**src/design/sgr_ai_pkg.sv**
```systemverilog
package sgr_ai_pkg;

  localparam int unsigned PARAM_W = 16;
  localparam int unsigned RGB_W   = 24;
  localparam int unsigned CHAN_W  = 8;

  typedef logic [PARAM_W-1:0] param_t;
  typedef logic [RGB_W-1:0]   rgb_t;
  typedef logic [CHAN_W-1:0]  chan_t;

  // Attribute set held between requests.
  typedef struct packed {
    logic bold;
    logic italic;
    logic underline;
    logic reverse_video;
    logic strikethrough;
    logic fg_valid;
    rgb_t fg_rgb;
    logic bg_valid;
    rgb_t bg_rgb;
  } attr_t;

  // SGR codes
  localparam param_t SGR_RESET       = 16'd0;
  localparam param_t SGR_BOLD        = 16'd1;
  localparam param_t SGR_ITALIC      = 16'd3;
  localparam param_t SGR_UNDERLINE   = 16'd4;
  localparam param_t SGR_REVERSE     = 16'd7;
  localparam param_t SGR_STRIKE      = 16'd9;
  localparam param_t SGR_NO_BOLD     = 16'd22;
  localparam param_t SGR_NO_ITALIC   = 16'd23;
  localparam param_t SGR_NO_UNDER    = 16'd24;
  localparam param_t SGR_NO_REVERSE  = 16'd27;
  localparam param_t SGR_NO_STRIKE   = 16'd29;
  localparam param_t SGR_FG_BASE     = 16'd30;
  localparam param_t SGR_FG_EXT      = 16'd38;
  localparam param_t SGR_FG_DEFAULT  = 16'd39;
  localparam param_t SGR_BG_BASE     = 16'd40;
  localparam param_t SGR_BG_EXT      = 16'd48;
  localparam param_t SGR_BG_DEFAULT  = 16'd49;
  localparam param_t SGR_FG_BRIGHT   = 16'd90;
  localparam param_t SGR_BG_BRIGHT   = 16'd100;
  localparam param_t SGR_SEL_RGB     = 16'd2;
  localparam param_t SGR_SEL_INDEX   = 16'd5;
  localparam param_t SGR_COLOR_SPAN  = 16'd7;

  // Fixed 16-entry palette, channels already rounded to 8 bits.
  localparam rgb_t PAL16 [16] = '{
    24'h0D0F12, 24'hCC3D3D, 24'h66BA6B, 24'hE0BA4D,
    24'h4A82D1, 24'hB369C7, 24'h47BACC, 24'hD6D6D9,
    24'h545759, 24'hF06161, 24'h7DD18A, 24'hF5D170,
    24'h75A6ED, 24'hCF8CE0, 24'h7ADBED, 24'hF7FAFA
  };

  localparam chan_t CUBE_LEVEL [6] = '{8'd0, 8'd95, 8'd135, 8'd175, 8'd215, 8'd255};

  function automatic chan_t sgr_clamp8(param_t v);
    return (v > param_t'(8'hFF)) ? 8'hFF : v[CHAN_W-1:0];
  endfunction

  function automatic logic in_span(param_t v, param_t base);
    return (v >= base) && (v <= base + SGR_COLOR_SPAN);
  endfunction

  // Apply one ordinary code to an attribute set.
  function automatic attr_t sgr_apply(attr_t a, param_t v);
    attr_t  r;
    param_t off;
    r   = a;
    off = '0;
    unique case (v)
      SGR_RESET:      r = '0;
      SGR_BOLD:       r.bold = 1'b1;
      SGR_ITALIC:     r.italic = 1'b1;
      SGR_UNDERLINE:  r.underline = 1'b1;
      SGR_REVERSE:    r.reverse_video = 1'b1;
      SGR_STRIKE:     r.strikethrough = 1'b1;
      SGR_NO_BOLD:    r.bold = 1'b0;
      SGR_NO_ITALIC:  r.italic = 1'b0;
      SGR_NO_UNDER:   r.underline = 1'b0;
      SGR_NO_REVERSE: r.reverse_video = 1'b0;
      SGR_NO_STRIKE:  r.strikethrough = 1'b0;
      SGR_FG_DEFAULT: r.fg_valid = 1'b0;
      SGR_BG_DEFAULT: r.bg_valid = 1'b0;
      default: begin
        if (in_span(v, SGR_FG_BASE)) begin
          off        = v - SGR_FG_BASE;
          r.fg_valid = 1'b1;
          r.fg_rgb   = PAL16[{1'b0, off[2:0]}];
        end else if (in_span(v, SGR_BG_BASE)) begin
          off        = v - SGR_BG_BASE;
          r.bg_valid = 1'b1;
          r.bg_rgb   = PAL16[{1'b0, off[2:0]}];
        end else if (in_span(v, SGR_FG_BRIGHT)) begin
          off        = v - SGR_FG_BRIGHT;
          r.fg_valid = 1'b1;
          r.fg_rgb   = PAL16[{1'b1, off[2:0]}];
        end else if (in_span(v, SGR_BG_BRIGHT)) begin
          off        = v - SGR_BG_BRIGHT;
          r.bg_valid = 1'b1;
          r.bg_rgb   = PAL16[{1'b1, off[2:0]}];
        end
      end
    endcase
    return r;
  endfunction

endpackage

```
**src/design/sgr_ai_xterm.sv**
```systemverilog
module sgr_ai_xterm import sgr_ai_pkg::*; (
  input  chan_t idx_i,
  output rgb_t  rgb_o
);

  chan_t       cube_idx;
  logic [13:0] prod36;
  logic [2:0]  dig_r;
  chan_t       rem_full;
  logic [5:0]  rem36;
  logic [10:0] prod6;
  logic [2:0]  dig_g;
  logic [5:0]  rem6;
  chan_t       gray_step;
  chan_t       gray;

  // Base-6 digits of the cube offset via reciprocal multiplies (offset < 216).
  assign cube_idx  = idx_i - 8'd16;
  assign prod36    = 14'(cube_idx) * 14'd57;
  assign dig_r     = prod36[13:11];
  assign rem_full  = cube_idx - ({dig_r, 5'b0} + {3'b0, dig_r, 2'b0});
  assign rem36     = rem_full[5:0];
  assign prod6     = 11'(rem36) * 11'd43;
  assign dig_g     = prod6[10:8];
  assign rem6      = rem36 - ({1'b0, dig_g, 2'b0} + {2'b0, dig_g, 1'b0});

  assign gray_step = idx_i - 8'd232;
  assign gray      = 8'(gray_step * 8'd10) + 8'd8;

  always_comb begin
    if (idx_i < 8'd16) begin
      rgb_o = PAL16[idx_i[3:0]];
    end else if (idx_i <= 8'd231) begin
      rgb_o = {CUBE_LEVEL[dig_r], CUBE_LEVEL[dig_g], CUBE_LEVEL[rem6[2:0]]};
    end else begin
      rgb_o = {gray, gray, gray};
    end
  end

endmodule

```
**config.mk**
```make
export PLATFORM = sky130hd
export DESIGN_NAME = sgr_ai_xterm
export DESIGN_NICKNAME = d
export VERILOG_FILES = /design/src/design/sgr_ai_pkg.sv /design/src/design/sgr_ai_xterm.sv
export SDC_FILE = /design/constraint.sdc
export NUM_CORES = 1
export LEC_CHECK = 0
export ABC_CLOCK_PERIOD_IN_PS = 13000
export BUFFER_PORTS_ARGS = -buffer_cell sky130_fd_sc_hd__clkbuf_2
export CAP_MARGIN = 15
export CORE_ASPECT_RATIO = 1.5
export CORE_MARGIN = 2
export CORE_UTILIZATION = 45
export DETAILED_ROUTE_END_ITERATION = 6
export SLEW_MARGIN = 20
export SYNTH_ARGS = -nofsm -noshare
export SYNTH_HDL_FRONTEND = slang
export SYNTH_SLANG_ARGS = --single-unit
```
**constraint.sdc**
```tcl
create_clock -name vclk -period 13
set_clock_uncertainty 0.15 [all_clocks]
set_input_delay 0.65 -clock vclk [all_inputs]
set_output_delay 0.65 -clock vclk [all_outputs]
set_load 0.05 [all_outputs]
```
# Yosys cells after proc, flatten, opt, wreduce, memory -nomap -nowiden
# Memories as Yosys holds them, arrays and structs flattened.
# Index checks and enable logic that the tools add are counted.
word_totals:
  ff_bits: 0
  latch_bits: 0
  ramBits: 0
  rom_bits: 576
  in_bits: 8
  output_inout_bits: 24
  wordCells: 34
  n_memories: 4
mem_list:
  columns: ["memory", "words", "word_bits", "read_ports", "rd_ports_with_merged_regs", "wr", "line", "text"]
  rows:
  - ["(no name shown)", 16, 24, 1, 0, 0, "sgr_ai_xterm.sv:32", "rgb_o = PAL16[idx_i[3:0]];"]
  - ["(no name shown)", 8, 8, 1, 0, 0, "sgr_ai_xterm.sv:34", "rgb_o = {CUBE_LEVEL[dig_r], CUBE_LEVEL[dig_g], CUBE_LEVEL[rem6[2:0]]};"]
  - ["(no name shown)", 8, 8, 1, 0, 0, "sgr_ai_xterm.sv:34", null]
  - ["(no name shown)", 8, 8, 1, 0, 0, "sgr_ai_xterm.sv:34", null]
classes:
  addsub: 7
  multipliers: 3
  div: 0
  n_lt_le_gt_ge: 6
  eq_ne: 0
  n_shift: 0
  mux: 10
  bitwise_logic: 4
  n_reduce_logical: 0
op_table:
  columns: ["cell", "n"]
  rows:
  - ["24-bit 2-to-1 mux", 4]
  - ["8-bit 2-to-1 mux", 6]
  - ["8-bit by 6-bit multiplier with 14-bit output, second input constant", 1]
  - ["4-bit >= comparator, second input constant", 3]
  - ["3-bit NOT with 4-bit output", 3]
  - ["6-bit by 6-bit multiplier with 11-bit output, second input constant", 1]
  - ["8-bit by 4-bit adder with 8-bit output, second input constant", 1]
  - ["8-bit less-or-equal comparator, second input constant", 1]
  - ["8-bit by 5-bit < comparator with 1-bit output, second input constant", 1]
  - ["8-bit by 3-bit multiplier with 7-bit output, second input constant", 1]
  - ["8-bit by 5-bit subtractor with 8-bit output, second input constant", 1]
  - ["8-bit subtractor, second input constant", 1]
  - ["6-bit by 5-bit adder with 6-bit output", 1]
  - ["6-bit subtractor", 1]
  - ["5-bit >= comparator, second input constant", 1]
  - ["4-bit NOT with 5-bit output", 1]
  - ["3-bit adder", 1]
  - ["3-bit subtractor", 1]

# Logic depth before layout (Yosys ltp)
logic_depth:
  depth_word: 13
  depth_mapped: 42
  ltp_nobuf: 42

# Worst setup path after synthesis
# Ideal clock, no wire load.
synth_timing:
  kind: "in2out"
  startpoint: "input port idx_i[2]"
  endpoint: "output port rgb_o[1]"
  arrival_ns: 9.401
  required_ns: 12.200
  path_slack_ns: 2.799
  cell_stages: 39
  n_path_buf: 1
  path_cell_list: "clkbuf_1 -> clkinv_1 -> fa_1 -> inv_1 -> ha_1 -> xor2_1 -> ha_1 -> ha_1 -> a21o_1 -> nand2_1 -> nor3b_1 -> o21ai_1 -> a21oi_1 -> xnor2_1 -> ha_1 -> inv_1 -> ha_1 -> o21a_1 -> [... 3 more ...] -> ha_1 -> ha_1 -> inv_1 -> fa_1 -> inv_1 -> ha_1 -> nand2_1 -> o21ai_0 -> a21oi_1 -> o21bai_1 -> xor2_1 -> inv_1 -> ha_1 -> xnor2_1 -> xnor2_1 -> nand3_1 -> o22ai_1 -> o21ai_0"
synth_between:
  elab_chain_len: 13
  word_cells_on_any_way: 19
  cone_classes: "add/sub (5); mul (2); order compare (2); mux (6); bitwise (2); memory (2)"
synth_rtl:
  columns: ["item", "line", "text"]
  rows:
  - ["from (decl)", "sgr_ai_xterm.sv:2", "input chan_t idx_i,"]
  - ["8-bit by 5-bit subtractor with 8-bit output", "sgr_ai_xterm.sv:18", "assign cube_idx = idx_i - 8'd16;"]
  - ["8-bit by 6-bit multiplier with 14-bit output", "sgr_ai_xterm.sv:19", "assign prod36 = 14'(cube_idx) * 14'd57;"]
  - ["6-bit by 5-bit adder with 6-bit output", "sgr_ai_xterm.sv:21", "assign rem_full = cube_idx - ({dig_r, 5'b0} + {3'b0, dig_r, 2'b0});"]
  - ["6-bit subtractor", "sgr_ai_xterm.sv:21", null]
  - ["6-bit by 6-bit multiplier with 11-bit output", "sgr_ai_xterm.sv:23", "assign prod6 = 11'(rem36) * 11'd43;"]
  - ["3-bit adder", "sgr_ai_xterm.sv:25", "assign rem6 = rem36 - ({1'b0, dig_g, 2'b0} + {2'b0, dig_g, 1'b0});"]
  - ["3-bit subtractor", "sgr_ai_xterm.sv:25", null]
  - ["3-bit NOT with 4-bit output (implied by the code)", "sgr_ai_xterm.sv:34", null]
  - ["memory 8 x 8 bit", null, null]
  - ["8-bit 2-to-1 mux (implied by the code) (2 in a row)", "sgr_ai_xterm.sv:34", null]
  - ["24-bit 2-to-1 mux", "sgr_ai_xterm.sv:33", "end else if (idx_i <= 8'd231) begin"]
  - ["24-bit 2-to-1 mux *", "sgr_ai_xterm.sv:31", "if (idx_i < 8'd16) begin"]
  - ["to (decl)", "sgr_ai_xterm.sv:3", "output rgb_t rgb_o"]
# Every way passes the cells marked *; elsewhere a longest branch is shown, timed or not. The select of a mux whose other input is x is not followed.

# Worst setup path in the final report
layout_timing:
  startpoint: "input port idx_i[2]"
  endpoint: "output port rgb_o[2]"
# The elaborated chain is that of the path after synthesis.

==> results.tsv <==
stage	metric	value	unit
setup_path	crit_fanout	32	
yosys	synthMuxAreaShare	2.61	%
floorplan	start_util	46.6	%
sta	rsz0062_at_grt	false	
sta	clock.fmax	0.0921	GHz
final_layout	area_growth	7.05	%
global_routing	grt_max_degree	42	
setup_path	slowest_stage	fa_1	
sta	tightestPinTransition	0.772	ns
floorplan	die_x	69.3	µm
cts	cts.repair.resized	0	
floorplan	fp-row-count	35	
final_layout	diodes	0	
sta	finalSetupViolations	0	
final_layout	seq_area	0	µm²
final_layout	final_util	49.9	%
yosys	synth-seq-area-share	0	%
setup_path	start_kind	input pin	
final_layout	seq_cell_count	0	
global_routing	grt_pass1_wl	12800	µm
yosys	synthDistinctLibCells	49	
yosys	synth_compound_area_share	24.0	%
floorplan	dieArea	0.00706	mm²
min_path	min_path_type	in2out	
sta	min_period	10.86	ns
drt	num_vias	2727	
drt	dr.pass1.iters	4	
global_routing	antenna_found_initial	0	
drt	ant_nets	0	
global_routing	grt.total_usage	22.3	%
setup_path	end_kind	primary output	
yosys	yosys_warnings	0	
drt	drc	0	
sta	slew_viol_final	0	
yosys	synth_top_family_by_area	adder cells	
sta	tns	0	ns
drt	routed_wl	7810	µm
outcome	outcome	finished, final reports clean	
drt	wl_per_cell	16.7	µm
final_layout	clkbuf_count	0	
global_routing	grt_pass1_vias	2620	
placed_design	dp_slack	2.16	ns
yosys	synthCells	375	
placed_design	place_congestion	0.930	
placed_design	dp_hpwl	6480	µm
yosys	synth_nets	477	
yosys	synth.largest_area_cell	ha_1	
setup_path	crit_top_cell	ha_1	
sta	hold_viol_final	0	
floorplan	die_h	102	µm
yosys	yosysTopAreaCellShare	37.0	%
final_layout	fillers	659	
yosys	synth_xor_area_share	10.2	%
sta	setup_ws	2.14	ns
setup_path	arrival	10.06	ns
run	drv_cap	0	
sta	period_share	83.5	%
cts	postCtsSetupRepairBufs	0	
setup_path	crit_type	in2out	
min_path	hold_depth	4	
drt	drt_iter0_markers	312	
yosys	synthSimpleGateAreaFrac	12.2	%
setup_path	cp.required	12.20	ns
final_layout	drive_gt1_share	10.4	%
floorplan	coreArea	0.00617	mm²
yosys	synth_area_leaders	ha_1, o21ai_0, fa_1	
final_layout	nets	497	
placed_design	port_buffers	32	
yosys	syn_avg_cell_area	7.67	µm²
floorplan	io_pins	32	
cts	cts_hold_buf	0	
drt	viasPerCell	5.84	
global_routing	gr-total-overflow	0	
yosys	synthesis.area	0.00288	mm²
setup_path	cp_slowest_stage_delay	0.70	ns
yosys	synth-adder-area-share	43.2	%
sta	max_slew_margin	48.3	%
==> worst max-delay path: cells and delay by family <==
kind / cells / cell delay, ns
adders and majority gates: 11 / 3.95
buffers and inverters: 8 / 1.68
AOI/OAI and AO/OA: 10 / 1.60
xor gates and xnor gates: 7 / 1.32
and+or+nand+nor: 6 / 0.86
==> metrics by stage <==
step	instances	area (µm²)	hold slack, ns
floorplan	375	2880	1.68
global placement	467	3080	1.96
CTS	467	3080	1.94
finish	467	3080	1.95
global route	467	3080	2.00
detailed placement	467	3080	1.94
==> final cells by class <==
cell class / instances / area [µm²] / share of cell area [%]
Multi-Input combinational cell: 316 / 2650 / 86.2
Tap cell: 74 / 92.6 / 3.01
Timing Repair Buffer: 33 / 168 / 5.44
Inverter: 44 / 165 / 5.36
==> layer usage <==
layer	part of all wire (%)	GRT usage (%)	wire length, µm	vias to the layer above
met1	41	25.9	3210	1256
met2	50	41.0	3880	78
met4	6.4	12.8	499	0
li1	-	-	-	1365
met3	2.8	0.789	216	28
met5	0	0	0	-
==> path summary, 6_finish.rpt <==
| check | endpoint | slack [ns] | start |
|---|---|---|---|
| worst min-delay path | rgb_o[1] | 1.95 | idx_i[0] |
| worst max-delay path | rgb_o[2] | 2.14 | idx_i[2] |
==> synthesized netlist by cell type, types with 2 or more instances <==
library cell  count
ha_1             85
inv_1            43
o21ai_0          37
a21oi_1          28
nand2_1          25
nor2_1           21
xnor2_1          19
clkbuf_1         13
xor2_1           12
nand3_1          10
fa_1              9
a21o_1            7
nand2b_1          5
nor3_1            4
o22ai_1           4
a211oi_1          3
mux2i_1           3
o211ai_1          3
o21a_1            3
o221ai_1          3
or2_2             3
a221oi_1          2
a22o_1            2
a22oi_1           2
a311oi_1          2
mux4_2            2
nor2b_1           2
o31ai_1           2
==> cells by family after synthesis <==
kind of cell	Yosys count
adder cells (fa/ha/maj)	94
buffers and inverters	59
XOR/XNOR	32
AO/OA/AOI/OAI	109
multiplexers	5
AND/OR/NAND/NOR	76
==> cell usage in the layout, fill, tap and decap left out, types with 5 or more instances in the layout <==
cell       n
inv_1     43
xor2_1    12
nor2_1    21
nand3_1   10
a21o_1     7
nand2_1   25
nand2b_1   5
a21oi_1   28
ha_1      85
clkbuf_2  32
fa_1       9
o21ai_0   37
xnor2_1   19
Power is left out: the tool's default activity adds up to more than one toggle a clock period on the data nets, which glitch-free logic cannot reach.
